**config.mk**
```make
export PLATFORM = sky130hd
export DESIGN_NAME = http_request_header_parser_top_flat
export DESIGN_NICKNAME = d
export VERILOG_FILES = /design/src/rtl/hrp_pkg.sv /design/src/rtl/hrp_if.sv /design/src/rtl/http_request_header_parser_top.sv /design/src/rtl/hrp_char_class.sv /design/src/rtl/hrp_step.sv /design/src/flat_wrapper.sv
export SDC_FILE = /design/constraint.sdc
export NUM_CORES = 1
export LEC_CHECK = 0
export ABC_AREA = 1
export BUFFER_PORTS_ARGS = -buffer_cell sky130_fd_sc_hd__buf_2
export CAP_MARGIN = 15
export CELL_PAD_IN_SITES_DETAIL_PLACEMENT = 1
export CELL_PAD_IN_SITES_GLOBAL_PLACEMENT = 2
export CORE_MARGIN = 8
export CORE_UTILIZATION = 38
export DETAILED_ROUTE_END_ITERATION = 16
export PLACE_DENSITY = 0.89
export SYNTH_ARGS = -nofsm -noshare
export SYNTH_HDL_FRONTEND = slang
export SYNTH_HIERARCHICAL = 1
export SYNTH_SLANG_ARGS = --single-unit
```
**constraint.sdc**
```tcl
create_clock -name clk_i -period 4.6 [get_ports clk_i]
set_clock_uncertainty 0.05 [all_clocks]
set_input_delay 0.92 -clock clk_i [delete_from_list [all_inputs] [get_ports clk_i]]
set_output_delay 0.92 -clock clk_i [all_outputs]
set_load 0.02 [all_outputs]
```
**src/rtl/hrp_pkg.sv**
```systemverilog
// Shared types, codes and constants of the request header parser.
`default_nettype none
package hrp_pkg;

  // Field widths
  localparam int unsigned ByteW    = 8;
  localparam int unsigned StatusW  = 2;
  localparam int unsigned RoleW    = 3;
  localparam int unsigned MethodW  = 4;
  localparam int unsigned VersionW = 2;
  localparam int unsigned ErrorW   = 4;
  localparam int unsigned CfgIdxW  = 2;
  localparam int unsigned CfgDataW = 9;

  // Method buffer: up to seven upper-cased letters, first letter in the low byte
  localparam int unsigned MaxMethodLen = 7;
  localparam int unsigned MethodLenW   = 4;
  localparam int unsigned MethodBufW   = 56;
  localparam int unsigned NumMethods   = 9;
  localparam int unsigned HostPosW     = 3;

  // Known methods, zero padded, first letter in the low byte
  localparam logic [MethodBufW-1:0] MethodNames [NumMethods] = '{
    56'h00000000544547,   // GET
    56'h00000044414548,   // HEAD
    56'h00000054534F50,   // POST
    56'h00000000545550,   // PUT
    56'h004554454C4544,   // DELETE
    56'h5443454E4E4F43,   // CONNECT
    56'h534E4F4954504F,   // OPTIONS
    56'h00004543415254,   // TRACE
    56'h00004843544150    // PATCH
  };

  // Header key "host", first letter in the low byte
  localparam logic [31:0] HostKey = 32'h74736F68;
  localparam logic [HostPosW-1:0] HostFull = 3'd4;
  localparam logic [HostPosW-1:0] HostMiss = 3'd5;

  // Characters
  localparam logic [ByteW-1:0] ChSpace = 8'd32;
  localparam logic [ByteW-1:0] ChCr    = 8'd13;
  localparam logic [ByteW-1:0] ChLf    = 8'd10;
  localparam logic [ByteW-1:0] ChColon = 8'h3A;
  localparam logic [ByteW-1:0] ChDot   = 8'h2E;
  localparam logic [ByteW-1:0] ChSlash = 8'h2F;
  localparam logic [ByteW-1:0] ChDash  = 8'h2D;
  localparam logic [ByteW-1:0] ChH     = 8'h48;
  localparam logic [ByteW-1:0] ChT     = 8'h54;
  localparam logic [ByteW-1:0] ChP     = 8'h50;

  // Status codes
  localparam logic [StatusW-1:0] StatBusy  = 2'd0;
  localparam logic [StatusW-1:0] StatDone  = 2'd1;
  localparam logic [StatusW-1:0] StatError = 2'd2;

  // Byte roles
  localparam logic [RoleW-1:0] RoleSkip    = 3'd0;
  localparam logic [RoleW-1:0] RoleMethod  = 3'd1;
  localparam logic [RoleW-1:0] RoleUrl     = 3'd2;
  localparam logic [RoleW-1:0] RoleVersion = 3'd3;
  localparam logic [RoleW-1:0] RoleKey     = 3'd4;
  localparam logic [RoleW-1:0] RoleValue   = 3'd5;

  // Error causes
  localparam logic [ErrorW-1:0] ErrNone       = 4'd0;
  localparam logic [ErrorW-1:0] ErrMethodChar = 4'd1;
  localparam logic [ErrorW-1:0] ErrMethodUnk  = 4'd2;
  localparam logic [ErrorW-1:0] ErrUrlChar    = 4'd3;
  localparam logic [ErrorW-1:0] ErrVerChar    = 4'd4;
  localparam logic [ErrorW-1:0] ErrVerLiteral = 4'd5;
  localparam logic [ErrorW-1:0] ErrVerDigits  = 4'd6;
  localparam logic [ErrorW-1:0] ErrReqLineEnd = 4'd7;
  localparam logic [ErrorW-1:0] ErrKeyChar    = 4'd8;
  localparam logic [ErrorW-1:0] ErrHdrLineEnd = 4'd9;
  localparam logic [ErrorW-1:0] ErrHdrEnd     = 4'd10;
  localparam logic [ErrorW-1:0] ErrNoHost     = 4'd11;

  // Version codes
  localparam logic [VersionW-1:0] Ver10 = 2'd1;
  localparam logic [VersionW-1:0] Ver11 = 2'd2;
  localparam logic [VersionW-1:0] Ver20 = 2'd3;

  // Configuration register indexes
  localparam logic [CfgIdxW-1:0] CfgMethodEnable  = 2'd0;
  localparam logic [CfgIdxW-1:0] CfgVersionEnable = 2'd1;
  localparam logic [CfgIdxW-1:0] CfgRequireHost   = 2'd2;

  typedef struct packed {
    logic [NumMethods-1:0] method_enable;
    logic [2:0]            version_enable;
    logic                  require_host;
  } cfg_t;

  typedef struct packed {
    logic             is_alpha;
    logic             is_digit;
    logic             is_alnum;
    logic             is_space;
    logic             is_sp;
    logic             is_cr;
    logic             is_lf;
    logic             is_colon;
    logic             is_dot;
    logic             is_slash;
    logic             is_dash;
    logic             url_ok;
    logic [ByteW-1:0] upper;
    logic [ByteW-1:0] lower;
  } char_class_t;

  typedef struct packed {
    logic [StatusW-1:0]  status;
    logic [RoleW-1:0]    byte_role;
    logic [MethodW-1:0]  method_code;
    logic [VersionW-1:0] version_code;
    logic                header_end;
    logic [ErrorW-1:0]   error_cause;
  } result_t;

endpackage
`default_nettype wire

```
**src/rtl/hrp_if.sv**
```systemverilog
// Handshake channels of the request header parser: byte in, result out, config write.
`default_nettype none
interface hrp_in_if;
  logic                    valid;
  logic                    ready;
  logic [hrp_pkg::ByteW-1:0] data_byte;
  logic                    start_req;

  modport source (output valid, data_byte, start_req, input ready);
  modport sink   (input valid, data_byte, start_req, output ready);
endinterface

interface hrp_out_if;
  logic                         valid;
  logic                         ready;
  logic [hrp_pkg::StatusW-1:0]  status;
  logic [hrp_pkg::RoleW-1:0]    byte_role;
  logic [hrp_pkg::MethodW-1:0]  method_code;
  logic [hrp_pkg::VersionW-1:0] version_code;
  logic                         header_end;
  logic [hrp_pkg::ErrorW-1:0]   error_cause;

  modport source (output valid, status, byte_role, method_code, version_code, header_end,
                  error_cause, input ready);
  modport sink   (input valid, status, byte_role, method_code, version_code, header_end,
                  error_cause, output ready);
endinterface

interface hrp_cfg_if;
  logic                         valid;
  logic                         ready;
  logic [hrp_pkg::CfgIdxW-1:0]  index;
  logic [hrp_pkg::CfgDataW-1:0] wdata;

  modport source (output valid, index, wdata, input ready);
  modport sink   (input valid, index, wdata, output ready);
endinterface
`default_nettype wire

```
**src/rtl/http_request_header_parser_top.sv**
```systemverilog
// Top level of the request header parser: input register, parse step, result register, config.
// One request byte per item and one result item per byte. The block takes a new item in every
// cycle while it is not stalled; the byte is held in the input register and is parsed into the
// result register, which holds it until it is taken. The parse-state transition is combinational
// and is registered with each parsed byte, so each byte sees the state the previous byte left.
// Items stall only when the result register is full and its consumer does not take the result.
// Configuration writes are always taken and apply to bytes parsed afterwards; there is no
// clearing pass after reset.
`default_nettype none
module http_request_header_parser_top (
  input  logic         clk_i,
  input  logic         rst_ni,
  hrp_in_if.sink       in_if,
  hrp_out_if.source    out_if,
  hrp_cfg_if.sink      cfg_if
);
  import hrp_pkg::*;

  logic             s1_valid_q, s1_valid_d;
  logic [ByteW-1:0] s1_byte_q;
  logic             s1_start_q;
  logic             out_valid_q, out_valid_d;
  result_t          out_q;
  result_t          step_res;
  cfg_t             cfg_q;
  logic             out_free, advance, in_acc;

  // Pipeline flow control
  assign out_free    = !out_valid_q || out_if.ready;
  assign advance     = s1_valid_q && out_free;
  assign in_if.ready = !s1_valid_q || out_free;
  assign in_acc      = in_if.valid && in_if.ready;
  assign s1_valid_d  = in_acc || (s1_valid_q && !advance);
  assign out_valid_d = advance || (out_valid_q && !out_if.ready);

  always_ff @(posedge clk_i or negedge rst_ni) begin
    if (!rst_ni) begin
      s1_valid_q  <= 1'b0;
      out_valid_q <= 1'b0;
    end else begin
      s1_valid_q  <= s1_valid_d;
      out_valid_q <= out_valid_d;
    end
  end

  // Capture the incoming item
  always_ff @(posedge clk_i) begin
    if (in_acc) begin
      s1_byte_q  <= in_if.data_byte;
      s1_start_q <= in_if.start_req;
    end
  end

  hrp_step u_step (
    .clk_i     (clk_i),
    .rst_ni    (rst_ni),
    .advance_i (advance),
    .byte_i    (s1_byte_q),
    .start_i   (s1_start_q),
    .cfg_i     (cfg_q),
    .res_o     (step_res)
  );

  // Hold the result until it is taken
  always_ff @(posedge clk_i) begin
    if (advance) begin
      out_q <= step_res;
    end
  end

  assign out_if.valid        = out_valid_q;
  assign out_if.status       = out_q.status;
  assign out_if.byte_role    = out_q.byte_role;
  assign out_if.method_code  = out_q.method_code;
  assign out_if.version_code = out_q.version_code;
  assign out_if.header_end   = out_q.header_end;
  assign out_if.error_cause  = out_q.error_cause;

  // Configuration registers; writes to unknown indexes are dropped
  assign cfg_if.ready = 1'b1;

  always_ff @(posedge clk_i or negedge rst_ni) begin
    if (!rst_ni) begin
      cfg_q.method_enable  <= '1;
      cfg_q.version_enable <= 3'd3;
      cfg_q.require_host   <= 1'b1;
    end else if (cfg_if.valid) begin
      unique case (cfg_if.index)
        CfgMethodEnable:  cfg_q.method_enable  <= cfg_if.wdata[NumMethods-1:0];
        CfgVersionEnable: cfg_q.version_enable <= cfg_if.wdata[2:0];
        CfgRequireHost:   cfg_q.require_host   <= cfg_if.wdata[0];
        default: begin
          // unknown register
        end
      endcase
    end
  end

endmodule
`default_nettype wire

```
**src/rtl/hrp_char_class.sv**
```systemverilog
// Character classifier: letter, digit, whitespace, URL class and case folding of one byte.
`default_nettype none
module hrp_char_class (
  input  logic [hrp_pkg::ByteW-1:0] byte_i,
  output hrp_pkg::char_class_t      cc_o
);
  import hrp_pkg::*;

  logic is_up, is_lo, url_special;

  always_comb begin
    is_up = (byte_i >= 8'h41) && (byte_i <= 8'h5A);
    is_lo = (byte_i >= 8'h61) && (byte_i <= 8'h7A);

    // Punctuation allowed in a URL besides letters and digits
    unique case (byte_i)
      8'h2D, 8'h2E, 8'h5F, 8'h7E, 8'h3A, 8'h2F, 8'h3F, 8'h23,
      8'h5B, 8'h5D, 8'h40, 8'h21, 8'h24, 8'h26, 8'h27, 8'h28,
      8'h29, 8'h2A, 8'h2B, 8'h2C, 8'h3B, 8'h3D: url_special = 1'b1;
      default:                                 url_special = 1'b0;
    endcase

    cc_o.is_alpha = is_up || is_lo;
    cc_o.is_digit = (byte_i >= 8'h30) && (byte_i <= 8'h39);
    cc_o.is_alnum = cc_o.is_alpha || cc_o.is_digit;
    cc_o.is_sp    = (byte_i == ChSpace);
    cc_o.is_space = cc_o.is_sp || ((byte_i >= 8'd9) && (byte_i <= 8'd13));
    cc_o.is_cr    = (byte_i == ChCr);
    cc_o.is_lf    = (byte_i == ChLf);
    cc_o.is_colon = (byte_i == ChColon);
    cc_o.is_dot   = (byte_i == ChDot);
    cc_o.is_slash = (byte_i == ChSlash);
    cc_o.is_dash  = (byte_i == ChDash);
    cc_o.url_ok   = cc_o.is_alnum || url_special;
    cc_o.upper    = is_lo ? byte_i - 8'd32 : byte_i;
    cc_o.lower    = is_up ? byte_i + 8'd32 : byte_i;
  end

endmodule
`default_nettype wire

```
**src/rtl/hrp_step.sv**
```systemverilog
// Parse state and the combinational transition taken for each byte.
`default_nettype none
module hrp_step (
  input  logic                      clk_i,
  input  logic                      rst_ni,
  input  logic                      advance_i,
  input  logic [hrp_pkg::ByteW-1:0] byte_i,
  input  logic                      start_i,
  input  hrp_pkg::cfg_t             cfg_i,
  output hrp_pkg::result_t          res_o
);
  import hrp_pkg::*;

  typedef enum logic [4:0] {
    StMethod,
    StUrl,
    StVersion,
    StVT1,
    StVT2,
    StVP,
    StVSlash,
    StVMajor,
    StVDot,
    StVMinor,
    StLineEnd,
    StHKey,
    StHValue,
    StHLf,
    StEndLf,
    StDone,
    StError
  } state_e;

  char_class_t cc;

  state_e                  st_q, st_d, cur_st;
  logic [MethodBufW-1:0]   buf_q, buf_d, cur_buf;
  logic [MethodLenW-1:0]   len_q, len_d, cur_len;
  logic                    url_q, url_d, cur_url;
  logic [3:0]              major_q, major_d, cur_major;
  logic [HostPosW-1:0]     hpos_q, hpos_d, cur_hpos;
  logic                    host_q, host_d, cur_host;
  logic [MethodW-1:0]      meth_q, meth_d, cur_meth;
  logic [VersionW-1:0]     ver_q, ver_d, cur_ver;
  logic [ErrorW-1:0]       err_q, err_d, cur_err;

  logic [MethodW-1:0]      method_hit;
  logic [VersionW-1:0]     ver_hit;
  logic [ByteW-1:0]        want;
  logic [ByteW-1:0]        host_ch;
  logic [RoleW-1:0]        role;
  logic                    hend;

  hrp_char_class u_class (
    .byte_i (byte_i),
    .cc_o   (cc)
  );

  // Drop the held parse state when a new request starts on this byte
  always_comb begin
    cur_st    = start_i ? StMethod : st_q;
    cur_buf   = start_i ? '0 : buf_q;
    cur_len   = start_i ? '0 : len_q;
    cur_url   = start_i ? 1'b0 : url_q;
    cur_major = start_i ? '0 : major_q;
    cur_hpos  = start_i ? '0 : hpos_q;
    cur_host  = start_i ? 1'b0 : host_q;
    cur_meth  = start_i ? '0 : meth_q;
    cur_ver   = start_i ? '0 : ver_q;
    cur_err   = start_i ? ErrNone : err_q;
  end

  // Compare the buffered method with all known methods at once
  always_comb begin
    method_hit = '0;
    for (int m = 0; m < NumMethods; m++) begin
      if ((cur_buf == MethodNames[m]) && (cur_len <= MethodLenW'(MaxMethodLen)) &&
          cfg_i.method_enable[m]) begin
        method_hit = MethodW'(m + 1);
      end
    end
  end

  // Map major and minor digits to a version code, zero when unknown or disabled
  always_comb begin
    ver_hit = '0;
    if (cur_major == 4'd1 && byte_i[3:0] == 4'd0 && cfg_i.version_enable[0]) begin
      ver_hit = Ver10;
    end else if (cur_major == 4'd1 && byte_i[3:0] == 4'd1 && cfg_i.version_enable[1]) begin
      ver_hit = Ver11;
    end else if (cur_major == 4'd2 && byte_i[3:0] == 4'd0 && cfg_i.version_enable[2]) begin
      ver_hit = Ver20;
    end
  end

  assign host_ch = HostKey[{cur_hpos[1:0], 3'b000} +: 8];

  // Character expected in the literal part of the version
  always_comb begin
    unique case (cur_st)
      StVP:     want = ChP;
      StVSlash: want = ChSlash;
      default:  want = ChT;
    endcase
  end

  // Transition for one byte
  always_comb begin
    st_d    = cur_st;
    buf_d   = cur_buf;
    len_d   = cur_len;
    url_d   = cur_url;
    major_d = cur_major;
    hpos_d  = cur_hpos;
    host_d  = cur_host;
    meth_d  = cur_meth;
    ver_d   = cur_ver;
    err_d   = cur_err;
    role    = RoleSkip;
    hend    = 1'b0;

    unique case (cur_st)
      StMethod: begin
        if (cc.is_sp && cur_len != '0) begin
          if (method_hit == '0) begin
            st_d  = StError;
            err_d = ErrMethodUnk;
          end else begin
            meth_d = method_hit;
            st_d   = StUrl;
          end
        end else if (cc.is_space && cur_len == '0) begin
          // skip leading whitespace
        end else if (cc.is_alpha) begin
          if (cur_len < MethodLenW'(MaxMethodLen)) begin
            buf_d[{cur_len[2:0], 3'b000} +: 8] = cc.upper;
          end
          if (cur_len <= MethodLenW'(MaxMethodLen)) begin
            len_d = cur_len + 1'b1;
          end
          role = RoleMethod;
        end else begin
          st_d  = StError;
          err_d = ErrMethodChar;
        end
      end
      StUrl: begin
        if (cc.is_sp && cur_url) begin
          st_d = StVersion;
        end else if (cc.is_space && !cur_url) begin
          // skip leading whitespace
        end else if (cc.url_ok) begin
          url_d = 1'b1;
          role  = RoleUrl;
        end else begin
          st_d  = StError;
          err_d = ErrUrlChar;
        end
      end
      StVersion: begin
        if (cc.is_space && !cc.is_sp) begin
          st_d  = StError;
          err_d = ErrVerChar;
        end else if (cc.is_sp) begin
          // skip spaces
        end else if (cc.is_alnum || cc.is_dot || cc.is_slash) begin
          if (cc.upper == ChH) begin
            st_d = StVT1;
            role = RoleVersion;
          end else begin
            st_d  = StError;
            err_d = ErrVerLiteral;
          end
        end else begin
          st_d  = StError;
          err_d = ErrVerChar;
        end
      end
      StVT1, StVT2, StVP, StVSlash: begin
        if (cc.upper == want) begin
          unique case (cur_st)
            StVT1:   st_d = StVT2;
            StVT2:   st_d = StVP;
            StVP:    st_d = StVSlash;
            default: st_d = StVMajor;
          endcase
          role = RoleVersion;
        end else begin
          st_d  = StError;
          err_d = ErrVerLiteral;
        end
      end
      StVMajor: begin
        if (cc.is_digit) begin
          major_d = byte_i[3:0];
          st_d    = StVDot;
          role    = RoleVersion;
        end else begin
          st_d  = StError;
          err_d = ErrVerDigits;
        end
      end
      StVDot: begin
        if (cc.is_dot) begin
          st_d = StVMinor;
          role = RoleVersion;
        end else begin
          st_d  = StError;
          err_d = ErrVerDigits;
        end
      end
      StVMinor: begin
        if (cc.is_digit && ver_hit != '0) begin
          ver_d = ver_hit;
          st_d  = StLineEnd;
          role  = RoleVersion;
        end else begin
          st_d  = StError;
          err_d = ErrVerDigits;
        end
      end
      StLineEnd: begin
        if (cc.is_sp || cc.is_cr) begin
          // skip
        end else if (cc.is_lf) begin
          st_d   = StHKey;
          hpos_d = '0;
        end else begin
          st_d  = StError;
          err_d = ErrReqLineEnd;
        end
      end
      StHKey: begin
        if (cc.is_cr) begin
          st_d = StEndLf;
        end else if (cc.is_colon) begin
          st_d = StHValue;
        end else if (cc.is_alnum || cc.is_dash) begin
          if (cur_hpos < HostFull && cc.lower == host_ch) begin
            hpos_d = cur_hpos + 1'b1;
          end else begin
            hpos_d = HostMiss;
          end
          role = RoleKey;
        end else begin
          st_d  = StError;
          err_d = ErrKeyChar;
        end
      end
      StHValue: begin
        if (cc.is_cr) begin
          st_d = StHLf;
        end else if (!cc.is_sp) begin
          role = RoleValue;
        end
      end
      StHLf: begin
        if (cc.is_lf) begin
          if (cur_hpos == HostFull) begin
            host_d = 1'b1;
          end
          hpos_d = '0;
          hend   = 1'b1;
          st_d   = StHKey;
        end else begin
          st_d  = StError;
          err_d = ErrHdrLineEnd;
        end
      end
      StEndLf: begin
        if (cc.is_lf) begin
          if (cfg_i.require_host && !cur_host) begin
            st_d  = StError;
            err_d = ErrNoHost;
          end else begin
            st_d = StDone;
          end
        end else begin
          st_d  = StError;
          err_d = ErrHdrEnd;
        end
      end
      default: begin
        // done or error: hold until the next request starts
      end
    endcase
  end

  // Result of this byte
  always_comb begin
    res_o.status       = (st_d == StDone) ? StatDone :
                         (st_d == StError) ? StatError : StatBusy;
    res_o.byte_role    = role;
    res_o.method_code  = meth_d;
    res_o.version_code = ver_d;
    res_o.header_end   = hend;
    res_o.error_cause  = (st_d == StError) ? err_d : ErrNone;
  end

  // Hold the parse state, advance once per byte
  always_ff @(posedge clk_i or negedge rst_ni) begin
    if (!rst_ni) begin
      st_q    <= StMethod;
      buf_q   <= '0;
      len_q   <= '0;
      url_q   <= 1'b0;
      major_q <= '0;
      hpos_q  <= '0;
      host_q  <= 1'b0;
      meth_q  <= '0;
      ver_q   <= '0;
      err_q   <= ErrNone;
    end else if (advance_i) begin
      st_q    <= st_d;
      buf_q   <= buf_d;
      len_q   <= len_d;
      url_q   <= url_d;
      major_q <= major_d;
      hpos_q  <= hpos_d;
      host_q  <= host_d;
      meth_q  <= meth_d;
      ver_q   <= ver_d;
      err_q   <= err_d;
    end
  end

endmodule
`default_nettype wire

```
**src/flat_wrapper.sv**
```systemverilog
// flat-port wrapper written by rule: the top's interface ports become plain ports
module http_request_header_parser_top_flat import hrp_pkg::*;
  (clk_i, rst_ni, in_if_valid, in_if_data_byte, in_if_start_req, in_if_ready, out_if_valid, out_if_status, out_if_byte_role, out_if_method_code, out_if_version_code, out_if_header_end, out_if_error_cause, out_if_ready, cfg_if_valid, cfg_if_index, cfg_if_wdata, cfg_if_ready);
  hrp_in_if in_if_i ();
  hrp_out_if out_if_i ();
  hrp_cfg_if cfg_if_i ();
  input  logic clk_i;
  input  logic rst_ni;
  input wire logic [$bits(in_if_i.valid)-1:0] in_if_valid;
  input wire logic [$bits(in_if_i.data_byte)-1:0] in_if_data_byte;
  input wire logic [$bits(in_if_i.start_req)-1:0] in_if_start_req;
  output wire logic [$bits(in_if_i.ready)-1:0] in_if_ready;
  output wire logic [$bits(out_if_i.valid)-1:0] out_if_valid;
  output wire logic [$bits(out_if_i.status)-1:0] out_if_status;
  output wire logic [$bits(out_if_i.byte_role)-1:0] out_if_byte_role;
  output wire logic [$bits(out_if_i.method_code)-1:0] out_if_method_code;
  output wire logic [$bits(out_if_i.version_code)-1:0] out_if_version_code;
  output wire logic [$bits(out_if_i.header_end)-1:0] out_if_header_end;
  output wire logic [$bits(out_if_i.error_cause)-1:0] out_if_error_cause;
  input wire logic [$bits(out_if_i.ready)-1:0] out_if_ready;
  input wire logic [$bits(cfg_if_i.valid)-1:0] cfg_if_valid;
  input wire logic [$bits(cfg_if_i.index)-1:0] cfg_if_index;
  input wire logic [$bits(cfg_if_i.wdata)-1:0] cfg_if_wdata;
  output wire logic [$bits(cfg_if_i.ready)-1:0] cfg_if_ready;
  assign in_if_i.valid = in_if_valid;
  assign in_if_i.data_byte = in_if_data_byte;
  assign in_if_i.start_req = in_if_start_req;
  assign in_if_ready = in_if_i.ready;
  assign out_if_valid = out_if_i.valid;
  assign out_if_status = out_if_i.status;
  assign out_if_byte_role = out_if_i.byte_role;
  assign out_if_method_code = out_if_i.method_code;
  assign out_if_version_code = out_if_i.version_code;
  assign out_if_header_end = out_if_i.header_end;
  assign out_if_error_cause = out_if_i.error_cause;
  assign out_if_i.ready = out_if_ready;
  assign cfg_if_i.valid = cfg_if_valid;
  assign cfg_if_i.index = cfg_if_index;
  assign cfg_if_i.wdata = cfg_if_wdata;
  assign cfg_if_ready = cfg_if_i.ready;
  http_request_header_parser_top u_core (.clk_i(clk_i), .rst_ni(rst_ni), .in_if(in_if_i), .out_if(out_if_i), .cfg_if(cfg_if_i));
endmodule
```
==> impl_metrics.ini <==
[pwr]
power_leakage_nw = 4.85
sum_of_internal_switching_and_leakage_power_mw = 3.72
peakVddDrop_v = 0.000209
total_power_divided_by_cell_area_mw_per_mm2 = 371

[timing]
unrepaired_setup_endpoints_after_global_routing = false
fin_crit_sh_pct = 79.1
setup_slack_ps = 960
layout_min_cycle_time_ps = 3640
slew_headroom_pct = 43.9
total_setup_violations_reported_at_the_end_of_the_flow = 0
fin_setup_tns_ps = 0
worstMarginPinSlew_ps = 835
hold_viol_final = 0
final_max_slew_viol_count = 0
achievable-frequency_mhz = 275

[clock_tree]
clock_tree.root_cell = clkbuf_16
post-cts-setup-buffer-count = 0
ctsLongestPathBuffers = 2
htree_num_levels = 4
tritoncts_clock_tree = done
clkLatencyLatePin_ps = 430
clock_buffer_count_from_cts = 17
clock_pin_slew_on_the_worst_setup_and_hold_paths_ps = 70
cts_repair_resize_count = 0
numClockSinks = 124
cts_hold_buf = 0

[final_layout]
num_antenna_cells = 0
regArea_sq_mm = 0.00324
layout_area_overhead_pct = 10.9
final.fill_count = 3095
multi_input_comb_area_sq_mm = 0.00483
fin_util_pct = 42.8
nNetsFinal = 1404
drive_gt1_share_pct = 10.4

[synthesis]
synth_top_cell_by_area = dfrtp_1
synth.net_count = 1385
yosysTopAreaCellShare_pct = 24.1
number_of_enable_type_register_cells_in_the_synthesized_netlist = 25
synth.distinct_cells = 55
post_synthesis_cell_area_sq_mm = 0.00903
postSynth.asyncResetShare_pct = 79.8
seq_area_frac_synth_pct = 35.9
ys_seq_elements = 124
syn_avg_cell_area_sq_um = 6.70
synthFlopType = dfrtp_1
yosysWarnings = 6
netlist_top_cells_area = dfrtp_1 (24%), nand2_1 (15%), edfxtp_1 (8.3%)
syn-instance-count = 1348

[placed_design]
pre_cts_slack_ps = 1100
gp_congestion = 0.946
port-buffer-count = 42
place.detailed.hpwl_um = 24300

[floorplan]
io_pins = 44
fp.coreArea_sq_mm = 0.0234
die_area_sq_mm = 0.0290
die_h_um = 170
rows = 56
initial_utilization_pct = 38.6
die_x_um = 170

[setup_path]
path_max_fanout = 17
crit_path_frequent_cell = nand2_1
slowest_delay_ps = 670
standard_cell_with_the_maximum_stage_delay_on_the_critical_path = edfxtp_1
worst-r2r-setup-slack_ps = 960
timing.critical_path.from = u_core/s1_byte_q[3]$_DFFE_PP_
r2r_start = u_core/s1_byte_q[3]$_DFFE_PP_
timing_worst_setup_path_type = reg -> reg
end_kind = flop
worst_ep_required_time_ps = 4730
r2r-end = u_core/out_if.error_cause[1]$_DFFE_PP_
worst_ep_arrival_time_ps = 3770
timing.reg2reg.worst_path_depth = 15
timing.critical_path.from_type = flop
cells_traversed_along_the_worst_timing_path = nor2_1, nand2_1, inv_1, a21oi_4, a21oi_2, nand2_1, nor2_1, inv_1, o21ai_0, nand2_1, o31ai_1, nand2_1, a21oi_1, and3_1, nor2_1

[route]
detail_route.vias_per_cell = 5.37
antenna_violating_nets_left = 0
totalWireLength_um = 32200
detailed_route_iter0_violations = 728
routed-via-count = 9118
post-route-drc-count = 0
first_pass_iters = 5
average_detailed_routed_wire_length_per_instance_um = 19.0

[global_routing]
grt.met3_usage_pct = 3.92
grt_start_max_net_pins = 113
number_of_global_route_vias_before_repair = 9543
groute.layer.met1.usage_pct = 30.0
globalRoute.busiestLayer = met2
wire_length_of_the_first_global_routing_pass_um = 52500
grt_antenna_before_repair = 0
total_gr_overflow = 0
global_routing_usage_summed_across_all_routing_layers_pct = 23.1
gr-usage-met2_pct = 37.9

[run_status]
outcome = finished, final reports clean

[hold_path]
worstHoldPathType = reg -> reg
hold_path_depth = 2
hp-start = u_core/cfg_q[10]$_DFFE_PN1P_
hold-path-endpoint = u_core/cfg_q[10]$_DFFE_PN1P_

[job]
max_cap_viol_count = 0
==> metrics by stage <==
stage               std cells  hold WS (ps)  cell area (sq um)
detailed placement       1667           410               9420
floorplan                1348           389               9030
CTS                      1699           419              10000
finish                   1699           415              10000
global placement         1667           407               9420
global route             1699           434              10000
==> where the power goes <==
group | total, mW | leakage, nW | switching, mW | internal, mW
sequential | 1.39 | 1.55 | 0.116 | 1.28
clock | 1.42 | 0.288 | 0.564 | 0.853
combinational | 0.910 | 3.02 | 0.658 | 0.252
total | 3.72 | 4.85 | 1.34 | 2.38
==> per-layer routing <==
| layer | vias to the layer above | share of wire, % |
|---|---|---|
| met1 | 4406 | 46 |
| met3 | 60 | 3.5 |
| met2 | 182 | 47 |
| met4 | 0 | 3.3 |
| met5 | - | 0 |
| li1 | 4470 | - |
==> layout make-up <==
cell class                 count  share of cell area (%)
timing repair buffer          52                    3.12
sequential                   124                    32.4
tap                          319                    3.99
inverter                     168                    6.32
clock inverter                14                    1.67
multi-input combinational   1004                    48.2
clock buffer                  18                    4.29
==> synth_stat cells (all sizes together), types with 2 or more instances <==
| library cell | count |
|---|---|
| nand2 | 382 |
| nor2 | 204 |
| inv | 168 |
| o21ai | 127 |
| nand3 | 90 |
| dfrtp | 87 |
| a21oi | 55 |
| nand4 | 35 |
| buf | 33 |
| o211ai | 31 |
| edfxtp | 25 |
| nor3 | 23 |
| clkbuf | 19 |
| dfstp | 12 |
| ha | 12 |
| o22ai | 9 |
| a31oi | 4 |
| nand3b | 4 |
| a211oi | 3 |
| a22oi | 3 |
| nor4 | 3 |
| o31ai | 3 |
| a22o | 2 |
| and3 | 2 |
==> worst max-delay path: cells and delay by family (launching register included) <==
family / cells / cell delay [ps]
DFF: 1 / 670
and+or+nand+nor: 8 / 1360
AOI/OAI and AO/OA: 5 / 1070
buffers and inverters: 2 / 230
==> placed cells by master (no fill, tap or decap), drive strengths merged <==
cell type	count
nor2	204
a21boi	1
nor4	3
clkbuf	18
xor2	1
a41oi	1
edfxtp	25
buf	52
or2	1
dfstp	12
bufinv	3
o221ai	1
nand4	35
o311ai	1
nand2	382
clkinvlp	2
a31o	1
o21a	1
dfrtp	87
a31oi	4
conb	1
nor3b	1
a311oi	1
and3	2
nor3	23
clkinv	7
nand3	90
a211oi	3
o21ai	127
inv	170
a22oi	3
ha	12
o32ai	1
o211ai	31
o31ai	3
o22ai	9
a21oi	55
nand3b	4
a22o	2
==> flip-flops by register name, summed over array words and instances, names as in the netlist, 4 cells and up <==
signal,flops
u_core/cfg_q,13
u_core/out_if.method_code,4
u_core/out_if.error_cause,4
u_core/u_step/major_q,4
u_core/u_step/len_q,4
u_core/u_step/meth_q,4
u_core/s1_byte_q,8
u_core/u_step/err_q,4
u_core/u_step/buf_q,56
u_core/u_step/st_q,5
==> cell families after synthesis <==
group,Yosys count,synth area share (%)
compound gates,245,15.5
other cells,1,0.0415
buf+inv,220,10.7
simple gates,745,36.1
xor+xnor,1,0.0970
flops,124,35.9
fa+ha+maj,12,1.66
==> how the worst max path moves through the flow <==
stage	slack [ps]	endpoint	depth (start not counted)
after floorplan	1630	u_core/u_step/buf_q[27]$_DFFE_PN0P_	7
after global placement	1170	u_core/out_if.error_cause[3]$_DFFE_PP_	17
after detailed placement	1100	u_core/out_if.error_cause[1]$_DFFE_PP_	17
after CTS	1040	u_core/out_if.error_cause[0]$_DFFE_PP_	17
after global routing	600	u_core/out_if.status[0]$_DFFE_PP_	16
final	960	u_core/out_if.error_cause[1]$_DFFE_PP_	15
No activity file was read; power rests on OpenSTA's default activity.
